<file path="config.mk">
export PLATFORM = sky130hd
export DESIGN_NAME = first_fit_extent_allocator
export DESIGN_NICKNAME = d
export VERILOG_FILES = /design/src/ffea_pkg.sv /design/src/ffea_cell.sv /design/src/first_fit_extent_allocator.sv
export SDC_FILE = /design/constraint.sdc
export NUM_CORES = 2
export LEC_CHECK = 0
export BUFFER_PORTS_ARGS = -buffer_cell sky130_fd_sc_hd__buf_2
export CORE_ASPECT_RATIO = 1.2
export CORE_UTILIZATION = 30
export CTS_BUF_LIST = sky130_fd_sc_hd__clkbuf_8
export DETAILED_ROUTE_END_ITERATION = 8
export HOLD_SLACK_MARGIN = 0.1
export PLACE_DENSITY = 0.49
export SLEW_MARGIN = 20
export SYNTH_ARGS = -nofsm -noshare
export SYNTH_HDL_FRONTEND = slang
export SYNTH_SLANG_ARGS = --single-unit
</file>
<file path="constraint.sdc">
create_clock -name clk -period 6.65 [get_ports clk]
set_input_delay 0 -clock clk [delete_from_list [all_inputs] [get_ports clk]]
set_output_delay 0 -clock clk [all_outputs]
set_load 0.02 [all_outputs]
</file>
<file path="src/ffea_pkg.sv">
// ----------------------------------------------------------------------------
// ffea_pkg
// Shared widths, codes and types for the first-fit extent allocator.
// ----------------------------------------------------------------------------
package ffea_pkg;

  localparam int MEM_SIZE    = 1024;
  localparam int MAX_EXTENTS = 16;
  localparam int AW          = $clog2(MEM_SIZE);
  localparam int SW          = AW + 1;

  localparam logic [AW-1:0] LAST_ADDR = AW'(MEM_SIZE - 1);
  localparam logic [SW:0]   MEM_LIMIT = (SW+1)'(MEM_SIZE);

  localparam logic FUNC_ALLOC   = 1'b0;
  localparam logic FUNC_RELEASE = 1'b1;

  localparam logic [1:0] ST_OK    = 2'd0;
  localparam logic [1:0] ST_NOFIT = 2'd1;
  localparam logic [1:0] ST_FULL  = 2'd2;
  localparam logic [1:0] ST_BAD   = 2'd3;

  localparam logic [2:0] OP_NONE   = 3'd0;
  localparam logic [2:0] OP_SHRINK = 3'd1;
  localparam logic [2:0] OP_REMOVE = 3'd2;
  localparam logic [2:0] OP_JBOTH  = 3'd3;
  localparam logic [2:0] OP_JPREV  = 3'd4;
  localparam logic [2:0] OP_JNEXT  = 3'd5;
  localparam logic [2:0] OP_INSERT = 3'd6;

  typedef struct packed {
    logic          valid;
    logic [AW-1:0] first;
    logic [AW-1:0] last;
  } ext_t;

  typedef struct packed {
    logic [2:0]    op;
    logic          shift;
    logic          clear;
    logic          func;
    logic [SW-1:0] size;
    logic [AW-1:0] addr;
    logic [AW-1:0] end_addr;
  } ctl_t;

  typedef struct packed {
    logic          sel;
    logic          exact;
    logic          nofit;
    logic          bad;
    logic          jp;
    logic          jn;
    logic [AW-1:0] first;
  } cell_stat_t;

  localparam ext_t EXT_EMPTY = '{valid: 1'b0, first: '0, last: '0};

endpackage

</file>
<file path="src/ffea_cell.sv">
// ----------------------------------------------------------------------------
// ffea_cell
// One free-extent slot: holds an extent, passes the search token right and
// shifts its extent left or right on remove and insert.
// ----------------------------------------------------------------------------
module ffea_cell import ffea_pkg::*; (
  input  logic       clk,
  input  logic       rst,
  input  logic       head,
  input  ctl_t       ctl,
  input  ext_t       left,
  input  logic       left_tok,
  input  logic       ge_in,
  input  ext_t       right,
  input  logic       right_tok,
  output ext_t       ext,
  output logic       tok,
  output logic       ge_out,
  output cell_stat_t stat
);

  logic [SW-1:0] len;
  logic          stop;

  assign len    = {1'b0, ext.last} - {1'b0, ext.first} + SW'(1);
  assign ge_out = ge_in | tok;

  always_comb begin
    if (ctl.func == FUNC_RELEASE) begin
      stop = !ext.valid || (ext.first > ctl.addr);
    end else begin
      stop = !ext.valid || (len >= ctl.size);
    end
    stat.sel   = tok & stop;
    stat.exact = ext.valid && (len == ctl.size);
    stat.nofit = !ext.valid;
    stat.bad   = (left.valid && (left.last >= ctl.addr)) ||
                 (ext.valid && (ext.first <= ctl.end_addr));
    stat.jp    = left.valid && (({1'b0, left.last} + SW'(1)) == {1'b0, ctl.addr});
    stat.jn    = ext.valid && (({1'b0, ctl.end_addr} + SW'(1)) == {1'b0, ext.first});
    stat.first = ext.first;
  end

  always_ff @(posedge clk) begin
    if (rst) begin
      tok <= 1'b0;
    end else if (ctl.clear) begin
      tok <= 1'b0;
    end else if (ctl.shift) begin
      tok <= left_tok;
    end
  end

  always_ff @(posedge clk) begin
    if (rst) begin
      ext.valid <= head;
      ext.first <= '0;
      ext.last  <= LAST_ADDR;
    end else begin
      case (ctl.op)
        OP_SHRINK: begin
          if (tok) ext.first <= ext.first + ctl.size[AW-1:0];
        end
        OP_REMOVE: begin
          if (ge_out) ext <= right;
        end
        OP_JBOTH: begin
          if (right_tok) ext.last <= right.last;
          else if (ge_out) ext <= right;
        end
        OP_JPREV: begin
          if (right_tok) ext.last <= ctl.end_addr;
        end
        OP_JNEXT: begin
          if (tok) ext.first <= ctl.addr;
        end
        OP_INSERT: begin
          if (tok) begin
            ext.valid <= 1'b1;
            ext.first <= ctl.addr;
            ext.last  <= ctl.end_addr;
          end else if (ge_out) begin
            ext <= left;
          end
        end
        default: begin
        end
      endcase
    end
  end

endmodule

</file>
<file path="src/first_fit_extent_allocator.sv">
// ----------------------------------------------------------------------------
// first_fit_extent_allocator
// Address-ordered free-extent table in a row of cells; first-fit allocate and
// merging release.
//
//   channel  signals                                  direction
//   in       in_valid in_ready func block_size         input item
//            block_address
//   out      out_valid out_ready granted               result item
//            start_address status
//
// The search token steps one cell a cycle until it finds the first fitting
// extent (or insertion point), then the whole row updates together. A bad
// size or range goes straight to the result without a search.
// One item is in flight at a time; in_ready is low until its result is taken.
// Reset leaves one extent covering all of memory.
// ----------------------------------------------------------------------------
module first_fit_extent_allocator import ffea_pkg::*; (
  input  logic          clk,
  input  logic          rst,
  input  logic          in_valid,
  output logic          in_ready,
  input  logic          func,
  input  logic [10:0]   block_size,
  input  logic [AW-1:0] block_address,
  output logic          out_valid,
  input  logic          out_ready,
  output logic          granted,
  output logic [AW-1:0] start_address,
  output logic [1:0]    status
);

  localparam logic [1:0] S_IDLE = 2'd0;
  localparam logic [1:0] S_SCAN = 2'd1;
  localparam logic [1:0] S_OUT  = 2'd2;

  logic [1:0]    state, state_next;
  logic          func_r;
  logic [SW-1:0] size_r;
  logic [AW-1:0] addr_r, end_r;
  logic          offend;

  ctl_t                   ctl;
  ext_t                   ext  [MAX_EXTENTS];
  cell_stat_t             stat [MAX_EXTENTS];
  logic [MAX_EXTENTS-1:0] tok;
  logic [MAX_EXTENTS:0]   ge;

  logic       accept, bad_in, hit, decide;
  cell_stat_t pick;
  logic [2:0] op_d;
  logic [1:0] st_d;
  logic [SW:0] rel_top;

  assign in_ready = (state == S_IDLE);
  assign accept   = in_valid && in_ready;
  assign rel_top  = {1'b0, block_size} + {2'b0, block_address};

  always_comb begin
    if (func == FUNC_RELEASE) begin
      bad_in = (block_size == '0) || (rel_top > MEM_LIMIT);
    end else begin
      bad_in = (block_size == '0) || ({1'b0, block_size} > MEM_LIMIT);
    end
  end

  always_comb begin
    pick = '0;
    for (int i = 0; i < MAX_EXTENTS; i++) begin
      if (stat[i].sel) pick = pick | stat[i];
    end
  end

  assign hit    = |tok & pick.sel;
  assign decide = (state == S_SCAN) && (hit || offend);

  always_comb begin
    op_d = OP_NONE;
    st_d = ST_OK;
    if (offend) begin
      if (func_r == FUNC_ALLOC) begin
        st_d = ST_NOFIT;
      end else if (ext[MAX_EXTENTS-1].last >= addr_r) begin
        st_d = ST_BAD;
      end else if (({1'b0, ext[MAX_EXTENTS-1].last} + SW'(1)) == {1'b0, addr_r}) begin
        op_d = OP_JPREV;
      end else begin
        st_d = ST_FULL;
      end
    end else if (func_r == FUNC_ALLOC) begin
      if (pick.nofit) st_d = ST_NOFIT;
      else if (pick.exact) op_d = OP_REMOVE;
      else op_d = OP_SHRINK;
    end else begin
      if (pick.bad) st_d = ST_BAD;
      else if (pick.jp && pick.jn) op_d = OP_JBOTH;
      else if (pick.jp) op_d = OP_JPREV;
      else if (pick.jn) op_d = OP_JNEXT;
      else if (ext[MAX_EXTENTS-1].valid) st_d = ST_FULL;
      else op_d = OP_INSERT;
    end
  end

  always_comb begin
    ctl.op       = decide ? op_d : OP_NONE;
    ctl.shift    = accept || ((state == S_SCAN) && !hit && !offend);
    ctl.clear    = decide;
    ctl.func     = func_r;
    ctl.size     = size_r;
    ctl.addr     = addr_r;
    ctl.end_addr = end_r;
  end

  assign ge[0] = 1'b0;

  for (genvar i = 0; i < MAX_EXTENTS; i++) begin : g_cell
    ext_t left_d, right_d;
    logic left_tok, right_tok;
    if (i == 0) begin : g_head
      assign left_d   = EXT_EMPTY;
      assign left_tok = accept && !bad_in;
    end else begin : g_body
      assign left_d   = ext[i-1];
      assign left_tok = tok[i-1];
    end
    if (i == MAX_EXTENTS - 1) begin : g_tail
      assign right_d   = EXT_EMPTY;
      assign right_tok = offend;
    end else begin : g_mid
      assign right_d   = ext[i+1];
      assign right_tok = tok[i+1];
    end
    ffea_cell u_cell (
      .clk       (clk),
      .rst       (rst),
      .head      (i == 0),
      .ctl       (ctl),
      .left      (left_d),
      .left_tok  (left_tok),
      .ge_in     (ge[i]),
      .right     (right_d),
      .right_tok (right_tok),
      .ext       (ext[i]),
      .tok       (tok[i]),
      .ge_out    (ge[i+1]),
      .stat      (stat[i])
    );
  end

  always_comb begin
    state_next = state;
    case (state)
      S_IDLE: if (accept) state_next = bad_in ? S_OUT : S_SCAN;
      S_SCAN: if (decide) state_next = S_OUT;
      S_OUT:  if (out_ready) state_next = S_IDLE;
      default: state_next = S_IDLE;
    endcase
  end

  always_ff @(posedge clk) begin
    if (rst) begin
      state  <= S_IDLE;
      offend <= 1'b0;
    end else begin
      state <= state_next;
      if (decide || accept) offend <= 1'b0;
      else if (ctl.shift) offend <= tok[MAX_EXTENTS-1];
    end
  end

  always_ff @(posedge clk) begin
    if (accept) begin
      func_r        <= func;
      size_r        <= block_size;
      addr_r        <= block_address;
      end_r         <= rel_top[AW-1:0] - AW'(1);
      granted       <= 1'b0;
      start_address <= '0;
      status        <= ST_BAD;
    end else if (decide) begin
      granted       <= (st_d == ST_OK);
      start_address <= ((st_d == ST_OK) && (func_r == FUNC_ALLOC)) ? pick.first : '0;
      status        <= st_d;
    end
  end

  assign out_valid = (state == S_OUT);

  a_one_side: assert property (@(posedge clk) disable iff (rst) !(in_ready && out_valid))
    else $error("input and output side active together");
  a_grant: assert property (@(posedge clk) disable iff (rst)
    out_valid |-> (granted == (status == ST_OK)))
    else $error("granted disagrees with status");
  a_token: assert property (@(posedge clk) disable iff (rst) $onehot0(tok))
    else $error("more than one search token");
  a_start: assert property (@(posedge clk) disable iff (rst)
    (out_valid && !granted) |-> (start_address == '0))
    else $error("start address on failed request");

endmodule

</file>
* Word level (Yosys, flattened, before mapping)
Index checks and enable logic that the tools add are counted.
** Word-level totals
- Output and inout port bits :: 15
- Word-level logic and storage cells :: 845
- Bits in registers :: 400
- Input port bits :: 26
** Cells by class
- Mux-type cells :: 238
- Add/subtract/negate cells :: 67
- Bitwise logic cells :: 48
- Reductions and logical operators :: 214
- $lt $le $gt $ge :: 66
- Equality and inequality tests :: 139
** Operator list (number)
- 21-bit two-way mux :: 47
- 10-bit one-hot mux with 5 select lines :: 16
- 10-bit two-way mux :: 65
- 10-bit one-hot mux with 4 select lines :: 16
- 11-bit by 10-bit equality test with 1-bit output :: 32
- 16-bit two-way mux :: 16
- 16-bit bitwise OR :: 15
- 10-bit by 1-bit adder with 11-bit output, second input constant :: 17
- 11-bit by 1-bit adder with 11-bit output, second input constant :: 16
- 11-bit equality test :: 16
- 11-bit >= comparator :: 16
- 11-bit two-way mux :: 16
- 10-bit by 10-bit subtractor with 11-bit output :: 16
- 10-bit adder :: 16
- 10-bit >= comparator :: 16
- 10-bit greater-than comparator :: 16
- 10-bit less-or-equal comparator :: 16
- 2-bit by 1-bit != test with 1-bit output, second input constant :: 50
- 3-bit AND reduction :: 33
- 1-bit logical AND :: 85
- 5-bit AND reduction :: 16
- 1-bit logical OR :: 52
- 1-bit one-hot mux with 3 select lines :: 16
- 3-bit by 1-bit != test with 1-bit output, second input constant :: 15
- 25 further kinds :: 137

* Depth between registers and ports, before layout
- Depth in word-level cells :: 47
- Gate-level depth with buffers :: 34
- Mapped depth without buffers :: 30

* Cells and area by module
A second synthesis with hierarchy kept.
** Second synthesis, totals
- Cells, all modules :: 9035
- Area, all modules :: 69311.5 um^2
** Modules (own cells, without submodules)
- ffea_cell at g_cell[12].u_cell ... :: cells an instance 532, seq. area each 450.4 um^2, area each 4058.9 um^2, instances 9
- ffea_cell at g_cell[0].u_cell ... :: cells an instance 537, seq. area each 450.4 um^2, area each 4070.2 um^2, instances 5
- ffea_cell at g_cell[8].u_cell ... :: cells an instance 536, seq. area each 450.4 um^2, area each 4068.9 um^2, instances 2
- first_fit_extent_allocator :: cells an instance 490, seq. area each 1281.2 um^2, area each 4292.9 um^2, instances 1

* Worst setup path before layout
OpenSTA, ideal clock, no wires.
- Kind :: register to register
- From :: register g_cell[10].u_cell.ext[1] (netlist name)
- To :: register g_cell[1].u_cell.ext[3] (netlist name)
- Setup slack :: -54 ps
- Data required time :: 6533 ps
- Library setup time :: 117 ps
- Cell stages (with the launch flop) :: 33
- Buffers on the path :: 3
- Arrival time :: 6587 ps
- Cells stage by stage :: dfxtp_1 -> clkbuf_1 -> inv_1 -> ha_1 -> inv_1 -> ha_1 -> fa_1 -> a21oi_1 -> nor2_1 -> nor2_1 -> o21bai_1 -> a21oi_1 -> o21bai_1 -> a21oi_1 -> xnor2_1 -> ha_1 -> nand4_1 -> or3_1 -> nand3_1 -> o21ai_0 -> nand2_1 -> and3_1 -> a2111o_1 -> or4_4 -> or3_1 -> a311o_1 -> a211o_1 -> a21boi_4 -> buf_6 -> a21o_1 -> buf_2 -> o211ai_1 -> nand2_1
** Between the ends
- Word-level cells in the longest chain between the ends :: 27
- Elaborated cells on any way between the ends :: 48
- Those cells by class :: add/sub: 3; order compare: 2; eq/ne: 8; mux: 17; bitwise: 8; reduce/logical: 10
** Ends and longest elaborated chain
- 10-bit by 10-bit subtractor with 11-bit output :: line ffea_cell.sv:25 : assign len = {1'b0, ext.last} - {1'b0, ext.first} + SW'(1);
- 11-bit by 1-bit adder with 11-bit output :: line ffea_cell.sv:25
- 11-bit >= comparator :: line ffea_cell.sv:32 : stop = !ext.valid || (len >= ctl.size);
- 1-bit logical OR :: line ffea_cell.sv:32
- 1-bit two-way mux :: line ffea_cell.sv:29 : if (ctl.func == FUNC_RELEASE) begin
- 1-bit bitwise AND :: line ffea_cell.sv:34 : stat.sel = tok & stop;
- 16-bit two-way mux :: line first_fit_extent_allocator.sv:70 : if (stat[i].sel) pick = pick | stat[i];
- 16-bit bitwise OR :: line first_fit_extent_allocator.sv:70
- [... 11 more ...]
- 3-bit two-way mux :: line first_fit_extent_allocator.sv:96 : else if (pick.jp && pick.jn) op_d = OP_JBOTH;
- 3-bit two-way mux :: line first_fit_extent_allocator.sv:95 : if (pick.bad) st_d = ST_BAD;
- 3-bit two-way mux :: line first_fit_extent_allocator.sv:90 : end else if (func_r == FUNC_ALLOC) begin
- 3-bit two-way mux :: line first_fit_extent_allocator.sv:80 : if (offend) begin
- 3-bit two-way mux * :: line first_fit_extent_allocator.sv:105 : ctl.op = decide ? op_d : OP_NONE;
- 3-bit equality test or 3-bit by 2-bit equality test with 1-bit output (tied branches) :: line ffea_cell.sv:60 : case (ctl.op)
- 3-bit by 1-bit != test with 1-bit output (no line) (tied with other cells)
- 3-bit AND reduction (no line)
Mark *: on every way between the ends. The rest lies on a longest branch, timed or not.
A chain may end at the register's enable or synchronous reset.

* Worst setup path after layout
- From :: register g_cell[1].u_cell.ext[1] (netlist name)
- To :: register g_cell[5].u_cell.ext[14] (netlist name)
** Between the ends
- Word-level cells in the longest chain between the ends :: 45
- Elaborated cells on any way between the ends :: 69
- Those cells by class :: add/sub: 3; order compare: 2; eq/ne: 11; mux: 26; bitwise: 17; reduce/logical: 10
** Ends and longest elaborated chain (line)
- 10-bit by 10-bit subtractor with 11-bit output :: ffea_cell.sv:25
- 11-bit by 1-bit adder with 11-bit output :: ffea_cell.sv:25
- 11-bit >= comparator :: ffea_cell.sv:32
- 1-bit logical OR :: ffea_cell.sv:32
- 1-bit two-way mux :: ffea_cell.sv:29
- 1-bit bitwise AND :: ffea_cell.sv:34
- 16-bit two-way mux :: first_fit_extent_allocator.sv:70
- 16-bit bitwise OR :: first_fit_extent_allocator.sv:70
- [... 29 more ...]
- 3-bit two-way mux :: first_fit_extent_allocator.sv:96
- 3-bit two-way mux :: first_fit_extent_allocator.sv:95
- 3-bit two-way mux :: first_fit_extent_allocator.sv:90
- 3-bit two-way mux :: first_fit_extent_allocator.sv:80
- 3-bit two-way mux * :: first_fit_extent_allocator.sv:105
- 3-bit equality test (tied with other cells) :: ffea_cell.sv:60
- 3-bit by 1-bit != test with 1-bit output (no line) (tied with other cells)
- 5-bit AND reduction (no line)
Marks and branches as above.

==> results.md <==
* Outcome: finished with violations
* Failing checks: setup timing
* Top-area cell type share of the netlist area at between 20 and 25%
* CTS sink count at 400
* CP required at around 7.4 ns
* Post-Syn Instances at 8508
* Placed cell count at between 10000 and 15000
* Mux share of post-synthesis cell area at under 10%
* Hold Path Class: input port to register
* Max Fanout on Critical Path at 8
* Max incr delay on CP at around 0.58 ns
* Total track usage at a little under half
* RSZ-0062 raised after global routing: true
* Most common cell after layout, fill and taps aside: buf_4
* Slew margin rel. at between 10% and 20%
* Drt total wl at 528 mm
* Hold Vio Cnt, Final at 0
* Prevailing post-synth register cell: dfxtp_1
* Synthesized Nets at about 9700
* CP most frequent cell: buf_4
* Yosys reg bits at 400
* Adder-cell share of the synthesized area at between 20% and 30%
* Clock latency on the worst-skew pair at ~0.96 ns
* Final Setup Violations at ~330
* Largest family of logic cells by synthesized area: compound AO/OA/AOI/OAI gates
* Storage element area at around 0.0084 mm²
* Most frequent cells in the layout: buf_4 (1522), ha_1 (1101), a21oi_1 (671)
* Worst-case clock skew at between 0.08 and 0.09 ns
* Fmax at about 0.14 GHz
* Layout cells sized above 1 at between 20 and 30%
* Synthesized area at around 0.065 mm²
* Io pins at just over 40
* CP max-delay cell: o31ai_4
* XOR/XNOR Fraction of Synth Area at between 7 and 8%
* First-pass GRT wire length at between 600 and 700 mm
* Cts bufs inserted at 92
* Crit. End Element: register
* Routability congestion estimate at ~1.1
* DP Area at 0.0823 mm²
* Final instance area at between 0.09 and 0.1 mm²
* Number of routed nets with antenna violations at 0
* Worst Path Arrival at around 8.0 ns
* Slew @ Worst Pin at 1.28 ns
* Clock Path Buffers at 3
* Pin count of the biggest net entering global routing at 82
* Max Slew Vio Count at 0
* Startpoint Class: register
* Critical path class: register to register
* Non-filler cells, final at roughly 13000
* Seq/Total Area, Yosys at between 10% and 20%
* Area occupied by multi-input gates at between 0.05 and 0.06 mm²
* Clock Tree Root: clkbuf_8
* Period utilization at 108%
* Setup WS post-layout at -0.527 ns
* Grt total ovfl at 0
* Synth warn at 0
* Dominant cells by area after synthesis: ha_1 (22%), dfxtp_1 (11%), a21oi_1 (6.0%), mux2i_1 (5.9%), xnor2_1 (4.6%)
* # H-tree levels at 3
* Die Ht at slightly above 500 µm
* Via Count at around 84000
* Vias in the first global route at ~80000
* VDD IR-drop max at roughly 150 µV
* Final Util at roughly two fifths
* Synth Area in Compound Gates at 27.5%
* Worst hold path cell count at 3
* Core area at ~0.22 mm²
* Post-DP HPWL at about 400 mm
* Post-synth top area cell: ha_1
* Initial antenna violation count at 69
* Starting Density at 30.2%
* Setup tns final at -113.01 ns
* # fillers at ~22000
* PortBufs at 40
* CTS tree: done
* Reg2reg path depth at 35
* Vias per cell at 6.51
* DRT Pass-1 Iters at 9
* Post-synthesis simple-gate area fraction at approximately 16%
* DRC Markers at 0
* Asr flop ratio synth at 0%
* Worst-path clk slew at approximately 0.070 ns
* Area of the die at 0.220 mm²
* Power per cell area at 128 mW/mm²
* Routed WL per cell at slightly above 40 µm
* FP Rows at ~190
* Horiz. Die Dim at around 430 µm
* Iteration-0 DRC Markers at around 11000
* Post-synth EDFFs at 32
* Area growth, synth to finish at 37.9%
* Avg Cell Area, Syn at roughly 7.7 µm²
* Total power at 11.6 mW
* Synth unique cells at approximately 110
* P_leak at around 40 nW
* Final #Nets at 11100
* Max cap viols at 0
* Final min period at about 7.2 ns
-- metrics by stage --
stage / setup WS, ns / hold WS (ns)
finish: -0.527 / 0.124
global route: -0.628 / 0.152
detailed placement: -2.08 / 0.199
CTS: -0.360 / 0.102
global placement: -2.70 / 0.204
floorplan: 0.0560 / 0.0989
-- path summary, 6_finish.rpt --
| kind | from | to | slack, ns |
|---|---|---|---|
| max | g_cell[1].u_cell.ext[1] | g_cell[5].u_cell.ext[14] | -0.53 |
| max reg2reg | g_cell[1].u_cell.ext[1] | g_cell[5].u_cell.ext[14] | -0.53 |
| min | rst | g_cell[0].u_cell.ext[18] | 0.12 |
| min reg2reg | start_address[3] | start_address[3] | 0.45 |
-- synth_stat cells, types with 40 or more instances --
| library cell | count |
|---|---|
| nor4_1 | 49 |
| xnor2_1 | 340 |
| o21ai_0 | 360 |
| nand2_1 | 575 |
| ha_1 | 1132 |
| and3_1 | 40 |
| a211oi_1 | 186 |
| o21a_1 | 49 |
| nand3_1 | 244 |
| a221oi_1 | 47 |
| nor2_1 | 540 |
| or3_1 | 45 |
| inv_1 | 483 |
| buf_1 | 84 |
| o31ai_1 | 41 |
| nand4_1 | 173 |
| o211ai_1 | 123 |
| a31oi_1 | 50 |
| o221ai_1 | 122 |
| nor3_1 | 153 |
| buf_2 | 64 |
| mux2i_1 | 387 |
| a22oi_1 | 67 |
| a21oi_1 | 787 |
| clkbuf_1 | 429 |
| nor2b_1 | 95 |
| o21bai_1 | 121 |
| nand2b_1 | 96 |
| o22ai_1 | 177 |
| xor2_1 | 186 |
| a21o_1 | 202 |
| dfxtp_1 | 368 |
-- cell families (layout without fill, tap and decap cells) --
logic type,Yosys count,count (layout)
xor gates and xnor gates,553,553
other,0,33
adders and majority gates,1166,1166
and+or+nand+nor,2184,2184
DFF,400,400
AOI/OAI and AO/OA,2714,2715
muxes,405,405
buffers and inverters,1086,2599
-- critical path: cells and delay by family (launching register included) --
kind	cells	cell delay, ns
AO/OA/AOI/OAI	17	3.55
XOR/XNOR	1	0.17
adder cells (fa/ha/maj)	3	0.71
buffers and inverters	9	1.41
flip-flops	1	0.35
AND/OR/NAND/NOR	5	0.79
-- registers in the layout (all words and copies together), names as in the netlist --
signal             flops
g_cell.u_cell.ext    336
g_cell.u_cell.tok     16
size_r                11
addr_r                10
end_r                 10
start_address         10
state                  2
status                 2
func_r                 1
g_cell.right_tok       1
granted                1
-- report_power, final --
part | internal, mW | switching [mW] | leakage (nW) | total, mW
Combinational | 1.96 | 3.64 | 35.2 | 5.60
Clock | 1.75 | 1.68 | 1.09 | 3.42
Sequential | 2.48 | 0.0753 | 3.29 | 2.55
Total | 6.18 | 5.39 | 39.6 | 11.6
-- per-layer routing --
| metal | vias to the layer above | GRT usage (%) | routed length, µm |
|---|---|---|---|
| met5 | - | 0 | 239 |
| met4 | 34 | 42.5 | 58600 |
| met3 | 2052 | 13.7 | 60100 |
| met2 | 6100 | 66.8 | 213000 |
| met1 | 40900 | 53.9 | 196000 |
| li1 | 34800 | - | - |
-- area by class of cell --
type / instances / share of cell area (%)
Inverter: 489 / 2.07
Multi-Input combinational cell: 7023 / 62.1
Clock inverter: 45 / 0.338
Antenna cell: 33 / 0.0915
Tap cell: 2835 / 3.93
Timing Repair Buffer: 1946 / 20.3
Clock buffer: 119 / 1.82
Sequential cell: 400 / 9.33
-- what timing repair did --
item	4_1_cts	5_1_grt
hold buffers	50	0
endpoints found under the setup margin	338	336
endpoints found under the hold margin	135	0
cloned	14	11
setup buffers	117	32
pin swaps	294	147
gates resized for setup	515	308
Power figures use the tool's default switching activity.
